<file path="config.mk">
export PLATFORM = sky130hd
export DESIGN_NAME = dssm_ctrl
export DESIGN_NICKNAME = d
export VERILOG_FILES = /design/src/dssm_pkg.sv /design/src/dssm_ctrl.sv
export SDC_FILE = /design/constraint.sdc
export NUM_CORES = 1
export LEC_CHECK = 0
export BUFFER_PORTS_ARGS = -buffer_cell sky130_fd_sc_hd__buf_2
export CAP_MARGIN = 10
export CORE_AREA = 5 5 42 44
export DETAILED_ROUTE_END_ITERATION = 7
export DIE_AREA = 0 0 47 49
export PLACE_DENSITY = 0.49
export SYNTH_ARGS = -nofsm -noshare
export SYNTH_HDL_FRONTEND = slang
export SYNTH_SLANG_ARGS = --single-unit
</file>
<file path="constraint.sdc">
create_clock -name clk_i -period 1.02 [get_ports clk_i]
set_input_delay 0.204 -clock clk_i [delete_from_list [all_inputs] [get_ports clk_i]]
set_output_delay 0.204 -clock clk_i [all_outputs]
set_load 0.005 [all_outputs]
</file>
<file path="src/dssm_pkg.sv">
// Shared types and constants for the two-stack shared memory block.
package dssm_pkg;

  localparam int unsigned DEPTH  = 128;
  localparam int unsigned ADDR_W = $clog2(DEPTH);
  localparam int unsigned CNT_W  = $clog2(DEPTH + 1);
  localparam int unsigned DATA_W = 32;

  typedef enum logic [1:0] {
    REQ_PUSH_LOW  = 2'd0,
    REQ_PUSH_HIGH = 2'd1,
    REQ_POP_LOW   = 2'd2,
    REQ_POP_HIGH  = 2'd3
  } req_e;

  typedef enum logic [1:0] {
    STS_OK        = 2'd0,
    STS_OVERFLOW  = 2'd1,
    STS_UNDERFLOW = 2'd2
  } status_e;

  typedef struct packed {
    logic [1:0]               req_type;
    logic signed [DATA_W-1:0] push_value;
  } req_t;

  typedef struct packed {
    logic signed [DATA_W-1:0] pop_value;
    logic [1:0]               status;
  } rsp_t;

  // Controller to datapath.
  typedef struct packed {
    logic latch;     // capture the request on an input transfer
    logic exec;      // commit the request to counts and memory
    logic load_mem;  // move registered read data into the output register
  } cmd_t;

  // Datapath to controller.
  typedef struct packed {
    logic pop_ok;    // latched request is a pop on a non-empty stack
    logic slot_free; // output register can take a result this cycle
  } sts_t;

endpackage

</file>
<file path="src/dssm_ctrl.sv">
// Request sequencer for the two-stack shared memory block.
module dssm_ctrl import dssm_pkg::*; (
  input  logic clk_i,
  input  logic rst_ni,
  input  logic in_valid_i,
  output logic in_stall_o,
  input  sts_t sts_i,
  output cmd_t cmd_o
);

  typedef enum logic [2:0] {
    ST_IDLE = 3'b001,
    ST_EXEC = 3'b010,
    ST_READ = 3'b100
  } state_e;

  state_e state_q, state_d;

  always_comb begin
    state_d      = state_q;
    cmd_o        = '0;
    in_stall_o   = 1'b1;
    unique case (state_q)
      ST_IDLE: begin
        in_stall_o = 1'b0;
        if (in_valid_i) begin
          cmd_o.latch = 1'b1;
          state_d     = ST_EXEC;
        end
      end
      ST_EXEC: begin
        // A good pop only needs the memory; everything else needs the output slot.
        if (sts_i.pop_ok) begin
          cmd_o.exec = 1'b1;
          state_d    = ST_READ;
        end else if (sts_i.slot_free) begin
          cmd_o.exec = 1'b1;
          state_d    = ST_IDLE;
        end
      end
      ST_READ: begin
        if (sts_i.slot_free) begin
          cmd_o.load_mem = 1'b1;
          state_d        = ST_IDLE;
        end
      end
      default: state_d = ST_IDLE;
    endcase
  end

  always_ff @(posedge clk_i or negedge rst_ni) begin
    if (!rst_ni) begin
      state_q <= ST_IDLE;
    end else begin
      state_q <= state_d;
    end
  end

endmodule

</file>
==> summary.txt, run 1 <==
Status -> finished, violations left
Failing checks -> negative setup slack
Number of top-level pins -> 9
Highest clock rate -> 0.716 GHz
Synth Register Bits -> 3
# diodes -> 0
Initial antenna violation count -> 0
Total number of yosys warnings -> 0
Setup repair after global routing missed its margin -> yes
Fraction of power consumed by sequential logic -> 25.8%
Pwr dens -> 2430 nW/um^2
Net count, final -> 49
Post-placement setup slack -> -0.138 ns
Post-synthesis cell count -> 22
Number of clock buffers inserted by TritonCTS -> 3
Sort of element at the start of the critical path -> flop
Family with the most delay on the worst path -> flip-flops
Fraction of final layout cells sized beyond drive strength 1 -> 76.7%
Area overhead of the layout relative to synthesis -> 82.4%
Filler cells -> 156
Worst slew slack as a fraction of its limit -> 85.8%
Critical Path Start -> state_q[0]
Final Util -> 29.6%
Switching share of power -> 32.9%
CTS tree -> done
CP peak stage delay -> 0.59 ns
Global placer's final weighted congestion -> 0.705
Crit path time final -> 1.40 ns
Synth Cell Area -> 228 um^2
Prevailing post-synth register cell -> sky130_fd_sc_hd__dfrtp_1
Crit path max-delay cell type -> sky130_fd_sc_hd__dfstp_2
Number of vias per cell -> 3.95
Number of different library cells in the post-synthesis netlist -> 17
CP Data Arrival Time -> 1.19 ns
DRC violations left -> 0
Share of async-settable or async-resettable flops after synthesis -> 100%
Detailed-route wire length -> 611 um
Overflow after GRT -> 0
Reg with most FFs -> state_q
Height of the die -> 49 um
Initial cell density of the core -> 16.2%
Type of the setup path with the least slack -> reg -> out
Required time of the worst setup path -> 0.82 ns
Clk pin slew, worst setup/hold paths -> 0.04 ns
Worst IR Drop VDD -> 0.635 mV
Count of flip-flops with a built-in enable after synthesis -> 0
Wirelength per Cell -> 10.4 um
Cell-internal power -> 0.677 mW
Final Setup Violations -> 6
DIE AREA -> 2300 um^2
Buffering stage count on the worst path with inverters included -> 1
FF-to-FF Start -> state_q[0]
Max_cap viols -> 0
Least-Margin Pin Slew -> 0.213 ns
Number of hold violations in the final report -> 0
Most area-consuming cells after synthesis -> sky130_fd_sc_hd__dfrtp_1 (22%), sky130_fd_sc_hd__dfstp_2 (12%), sky130_fd_sc_hd__xnor2_2 (7.1%), sky130_fd_sc_hd__nor2_1 (6.6%), sky130_fd_sc_hd__nor2b_4 (6.0%)
Number of clock sinks seen by CTS -> 3
Pin count of the biggest net entering global routing -> 9
Proportion of power drawn by the clock network -> 21.1%
Synthesized netlist net count -> 27
Number of iterations in the first detailed-routing pass -> 2
Buffers from clock root to sink, at most -> 2
Net load switching power -> 0.332 mW
Number of global-route vias before repair -> 246
Largest clock skew in the final design -> 0.00350 ns
GRT Overall Usage -> 6.77%
Max FFs per register -> 3
Crit. End Element -> primary output
Path type of the worst min-delay path -> in -> async
Fraction of the yosys area taken by sequential cells -> 33.5%
Dpl hpwl -> 365 um
Largest regs -> state_q (3)
Initial DRC count -> 1
Largest area contributor in the synthesized netlist -> sky130_fd_sc_hd__dfrtp_1
Dominant cell by count in the synthesized netlist -> sky130_fd_sc_hd__nor2_1
Mean instance size in the synthesized netlist -> 10.4 um^2
Most frequent cells after synthesis -> sky130_fd_sc_hd__nor2_1 (4), sky130_fd_sc_hd__dfrtp_1 (2), sky130_fd_sc_hd__nand2_1 (2)
DRT antenna net count -> 0
Number of buffers added on ports -> 8
Gate power share -> 53.1%
Total count of max-transition violations in the final report -> 0
Share of the synthesized area in the top cell type -> 22.0%
Top fanout value on the critical path -> 5
Final period utilization -> 137%
Clock tree root buffer cell -> sky130_fd_sc_hd__clkbuf_4
Core box area -> 1400 um^2
H-tree depth reported by CTS -> 1
Sequence of cells on the critical path -> nand2_2 -> nor3_4 -> buf_2
Worst setup margin -> -0.377 ns
Cell Rows -> 14
First-pass GRT wire length -> 1040 um
Width of the die -> 47 um
Total number of vias -> 233
Insertion delay to the later sink of the worst-skew pair -> 0.23 ns
Leakage power total -> 0.193 nW
==> layer usage <==
metal,vias to the layer above,GRT usage (%),wire length [um]
met3,0,2.21,44
met1,106,9.51,303
li1,118,-,-
met4,0,6.91,0
met5,-,0,0
met2,9,7.24,263
==> cells by family (layout without fill, tap and decap cells) <==
family	after synthesis	after routing	share of synthesized area, %
AOI/OAI and AO/OA	3	3	11.5
xor gates and xnor gates	1	1	7.14
buffers and inverters	2	23	8.24
DFF	3	3	33.5
and+or+nand+nor	13	13	39.6
==> repair_timing <==
action,in CTS,in global routing
endpoints found under the setup margin,6,6
endpoints found under the hold margin,3,0
hold buffers,1,0
pin swaps,3,4
setup buffers,4,3
resized for setup,5,4
==> stage by stage <==
| stage | area (um^2) | power, mW | hold slack (ns) | instances | TNS (ns) |
|---|---|---|---|---|---|
| floorplan | 228 | 0.469 | -0.0916 | 22 | -0.000832 |
| global placement | 299 | 0.591 | 0.000793 | 48 | -0.583 |
| detailed placement | 299 | 0.588 | 0.00277 | 48 | -0.548 |
| CTS | 373 | 0.922 | 0.281 | 56 | -1.51 |
| global route | 415 | 1.11 | 0.300 | 59 | -2.01 |
| finish | 415 | 1.01 | 0.292 | 59 | -1.63 |
==> area by class of cell <==
cell class,count,area (um^2),share of cell area [%]
Clock buffer,4,26.3,6.33
Timing Repair Buffer,19,133,31.9
Tap cell,16,20.0,4.82
Multi-Input combinational cell,17,158,38.0
Sequential cell,3,78.8,19.0
==> layout by cell type (no fill, tap or decap), drive strengths merged <==
cell	count
a211oi	1
a21oi	1
a2bb2oi	1
and4bb	1
buf	18
clkbuf	4
dfrtp	2
dfstp	1
dlygate4sd3	1
nand2	2
nor2	4
nor2b	2
nor3	2
nor3b	2
xnor2	1
==> power by group through the flow <==
stage / Sequential (mW) / Combinational, mW / Clock [mW]
2_1_floorplan: 0.208 / 0.261 / 0
3_3_place_gp: 0.268 / 0.323 / 0
3_5_place_dp: 0.261 / 0.327 / 0
4_1_cts: 0.269 / 0.423 / 0.230
5_1_grt: 0.269 / 0.593 / 0.246
6_report: 0.260 / 0.536 / 0.213
==> worst paths after layout <==
path | endpoint | slack (ns) | cells past startpoint
worst max-delay path | cmd_o[2] | -0.38 | 3
worst min-delay path | state_q[1] | 0.29 | 2
worst max register to register | state_q[1] | -0.33 | 6
worst min register to register | state_q[1] | 0.59 | 1
max in group asynchronous | state_q[0] | 0.54 | 2
min in group clk_i | state_q[1] | 0.30 | 4
Power figures use the tool's default switching activity.
==> run 2, diff against run 1 <==
--- a/config.mk
+++ b/config.mk
@@ -5,12 +5,13 @@
 export SDC_FILE = /design/constraint.sdc
 export NUM_CORES = 1
 export LEC_CHECK = 0
+export ABC_AREA = 1
 export BUFFER_PORTS_ARGS = -buffer_cell sky130_fd_sc_hd__buf_2
 export CAP_MARGIN = 10
 export CORE_AREA = 5 5 42 44
 export DETAILED_ROUTE_END_ITERATION = 7
 export DIE_AREA = 0 0 47 49
-export PLACE_DENSITY = 0.49
+export PLACE_DENSITY = 0.46
 export SYNTH_ARGS = -nofsm -noshare
 export SYNTH_HDL_FRONTEND = slang
 export SYNTH_SLANG_ARGS = --single-unit
==> summary.txt, run 2 <==
Insertion delay to the later sink of the worst-skew pair -> 0.24 ns
Max_cap viols -> 0
Number of clock buffers inserted by TritonCTS -> 3
Leakage power total -> 0.191 nW
Number of top-level pins -> 9
Pwr dens -> 2110 nW/um^2
Switching share of power -> 35.0%
Crit path time final -> 1.32 ns
Count of flip-flops with a built-in enable after synthesis -> 0
Share of async-settable or async-resettable flops after synthesis -> 100%
Top fanout value on the critical path -> 6
Synthesized netlist net count -> 32
Share of the synthesized area in the top cell type -> 25.0%
Core box area -> 1400 um^2
Cell-internal power -> 0.490 mW
Reg with most FFs -> state_q
Area overhead of the layout relative to synthesis -> 78.1%
DIE AREA -> 2300 um^2
Number of hold violations in the final report -> 0
Largest clock skew in the final design -> 0.00359 ns
Overflow after GRT -> 0
Least-Margin Pin Slew -> 0.223 ns
Failing checks -> negative setup slack
GRT Overall Usage -> 6.41%
Number of vias per cell -> 3.77
Buffers from clock root to sink, at most -> 2
Post-placement setup slack -> -0.0701 ns
Initial antenna violation count -> 0
Total number of yosys warnings -> 0
First-pass GRT wire length -> 917 um
Max FFs per register -> 3
Number of clock sinks seen by CTS -> 3
Type of the setup path with the least slack -> reg -> out
Sort of element at the start of the critical path -> flop
Fraction of the yosys area taken by sequential cells -> 38.1%
DRT antenna net count -> 0
H-tree depth reported by CTS -> 1
Most area-consuming cells after synthesis -> sky130_fd_sc_hd__dfrtp_1 (25%), sky130_fd_sc_hd__dfstp_2 (13%), sky130_fd_sc_hd__inv_1 (9.4%), sky130_fd_sc_hd__o21ai_0 (7.5%), sky130_fd_sc_hd__nand2_1 (7.5%)
Initial cell density of the core -> 14.3%
Number of buffers added on ports -> 8
Total count of max-transition violations in the final report -> 0
DRC violations left -> 0
Width of the die -> 47 um
Worst slew slack as a fraction of its limit -> 84.9%
Proportion of power drawn by the clock network -> 28.0%
Synth Register Bits -> 3
Path type of the worst min-delay path -> in -> reg
Net load switching power -> 0.263 mW
Net count, final -> 54
Initial DRC count -> 2
Wirelength per Cell -> 8.36 um
Leading cell types in the layout, fill and taps excluded -> sky130_fd_sc_hd__buf_2 (8), sky130_fd_sc_hd__buf_4 (8), sky130_fd_sc_hd__inv_1 (5)
Synth Cell Area -> 200 um^2
Detailed-route wire length -> 535 um
CP Data Arrival Time -> 1.11 ns
Number of global-route vias before repair -> 223
Crit. End Element -> primary output
Highest clock rate -> 0.758 GHz
Largest area contributor in the synthesized netlist -> sky130_fd_sc_hd__dfrtp_1
Largest regs -> state_q (3)
Worst IR Drop VDD -> 0.913 mV
Total number of vias -> 241
Min Hold Slack -> 0.196 ns
Status -> finished, violations left
Prevailing post-synth register cell -> sky130_fd_sc_hd__dfrtp_1
# diodes -> 0
Final Setup Violations -> 6
Number of iterations in the first detailed-routing pass -> 4
Setup repair after global routing missed its margin -> yes
Worst setup margin -> -0.299 ns
Fraction of power consumed by sequential logic -> 29.4%
Global placer's final weighted congestion -> 0.673
Clk pin slew, worst setup/hold paths -> 0.04 ns
Required time of the worst setup path -> 0.82 ns
Fraction of final layout cells sized beyond drive strength 1 -> 54.2%
Number of different library cells in the post-synthesis netlist -> 16
Pin count of the biggest net entering global routing -> 7
CTS tree -> done
Dpl hpwl -> 409 um
Most frequent cells after synthesis -> sky130_fd_sc_hd__inv_1 (5), sky130_fd_sc_hd__nand2_1 (4), sky130_fd_sc_hd__o21ai_0 (3)
Clock tree root buffer cell -> sky130_fd_sc_hd__clkbuf_4
Height of the die -> 49 um
Dominant cell by count in the synthesized netlist -> sky130_fd_sc_hd__inv_1
Mean instance size in the synthesized netlist -> 7.41 um^2
Gate power share -> 42.6%
Cell Rows -> 14
Post-synthesis cell count -> 27
Final period utilization -> 129%
==> run 2: cell types whose count changed in the layout (fill, tap and decap cells not counted), moves of 2 or more <==
| cell | delta |
|---|---|
| sky130_fd_sc_hd__buf_6 | -2 |
| sky130_fd_sc_hd__dfrtp_1 | +2 |
| sky130_fd_sc_hd__dfrtp_2 | -2 |
| sky130_fd_sc_hd__inv_1 | +5 |
| sky130_fd_sc_hd__nand2_1 | +3 |
| sky130_fd_sc_hd__nor2_1 | -3 |
| sky130_fd_sc_hd__nor2_2 | +2 |
| sky130_fd_sc_hd__nor3b_2 | -2 |
| sky130_fd_sc_hd__o21ai_0 | +2 |
| sky130_fd_sc_hd__o21ai_1 | +2 |
==> run 2: path summary, 6_finish.rpt <==
check                           start         end  slack, ns  cells past startpoint
min reg2reg                state_q[0]  state_q[1]       0.68                      3
min in group asynchronous      rst_ni  state_q[2]       0.29                      2
max reg2reg                state_q[1]  state_q[2]      -0.21                      6
min                          sts_i[0]  state_q[2]       0.20                      2
max in group asynchronous      rst_ni  state_q[0]       0.54                      2
max                        state_q[0]    cmd_o[0]      -0.30                      4
==> run 2: power by group through the flow <==
| stage | Sequential, mW | Combinational (mW) | Clock (mW) |
|---|---|---|---|
| CTS | 0.222 | 0.324 | 0.221 |
| global route | 0.229 | 0.363 | 0.238 |
| finish | 0.221 | 0.321 | 0.211 |
| detailed placement | 0.223 | 0.303 | 0 |
| floorplan | 0.217 | 0.153 | 0 |
| global placement | 0.224 | 0.302 | 0 |
==> run 2: cell families (layout without fill, tap and decap cells) <==
family                 count (synthesis)  count (layout)  share of synthesized area, %
AND/OR/NAND/NOR                       12              12                          35.0
flip-flops                             3               3                          38.1
AO/OA/AOI/OAI                          6               6                          15.6
buffers and inverters                  6              27                          11.2
==> run 2: per-layer routing <==
metal	up-vias	track usage, %	share of wire (%)
met2	11	7.01	39
met3	2	7.01	13
li1	128	-	-
met1	100	6.39	43
met5	-	0	0
met4	0	5.53	3.6
==> run 2: stage by stage <==
step | instance area [um^2] | instances | total power, mW | utilization (%) | setup TNS, ns
after floorplan | 200 | 27 | 0.370 | - | 0
after global placement | 298 | 56 | 0.526 | 21.3 | -0.197
after detailed placement | 298 | 56 | 0.526 | 21.3 | -0.186
after CTS | 349 | 63 | 0.766 | 24.9 | -1.34
after global routing | 357 | 64 | 0.830 | 25.4 | -1.74
final | 357 | 64 | 0.753 | 25.4 | -1.36
==> run 2: cell type report <==
type	count	area, um^2
Tap cell	16	20.0
Multi-Input combinational cell	18	101
Clock buffer	4	26.3
Timing Repair Buffer	17	110
Inverter	6	22.5
Fill cell	169	1040
Sequential cell	3	76.3
==> run 2: critical path: stages (launching register included) <==
cell and delay, ns:
sky130_fd_sc_hd__dfstp_2 0.56, sky130_fd_sc_hd__nor2_1 0.06, sky130_fd_sc_hd__nand2_2 0.10, sky130_fd_sc_hd__nor2_4 0.04
sky130_fd_sc_hd__buf_2 0.12
==> run 2: repair_timing <==
action	in CTS	in global routing
resized for setup	0	1
pin swaps	0	2
hold endpoints to repair	3	0
endpoints found under the setup margin	6	7
hold buffers	1	0
buffers inserted	2	1
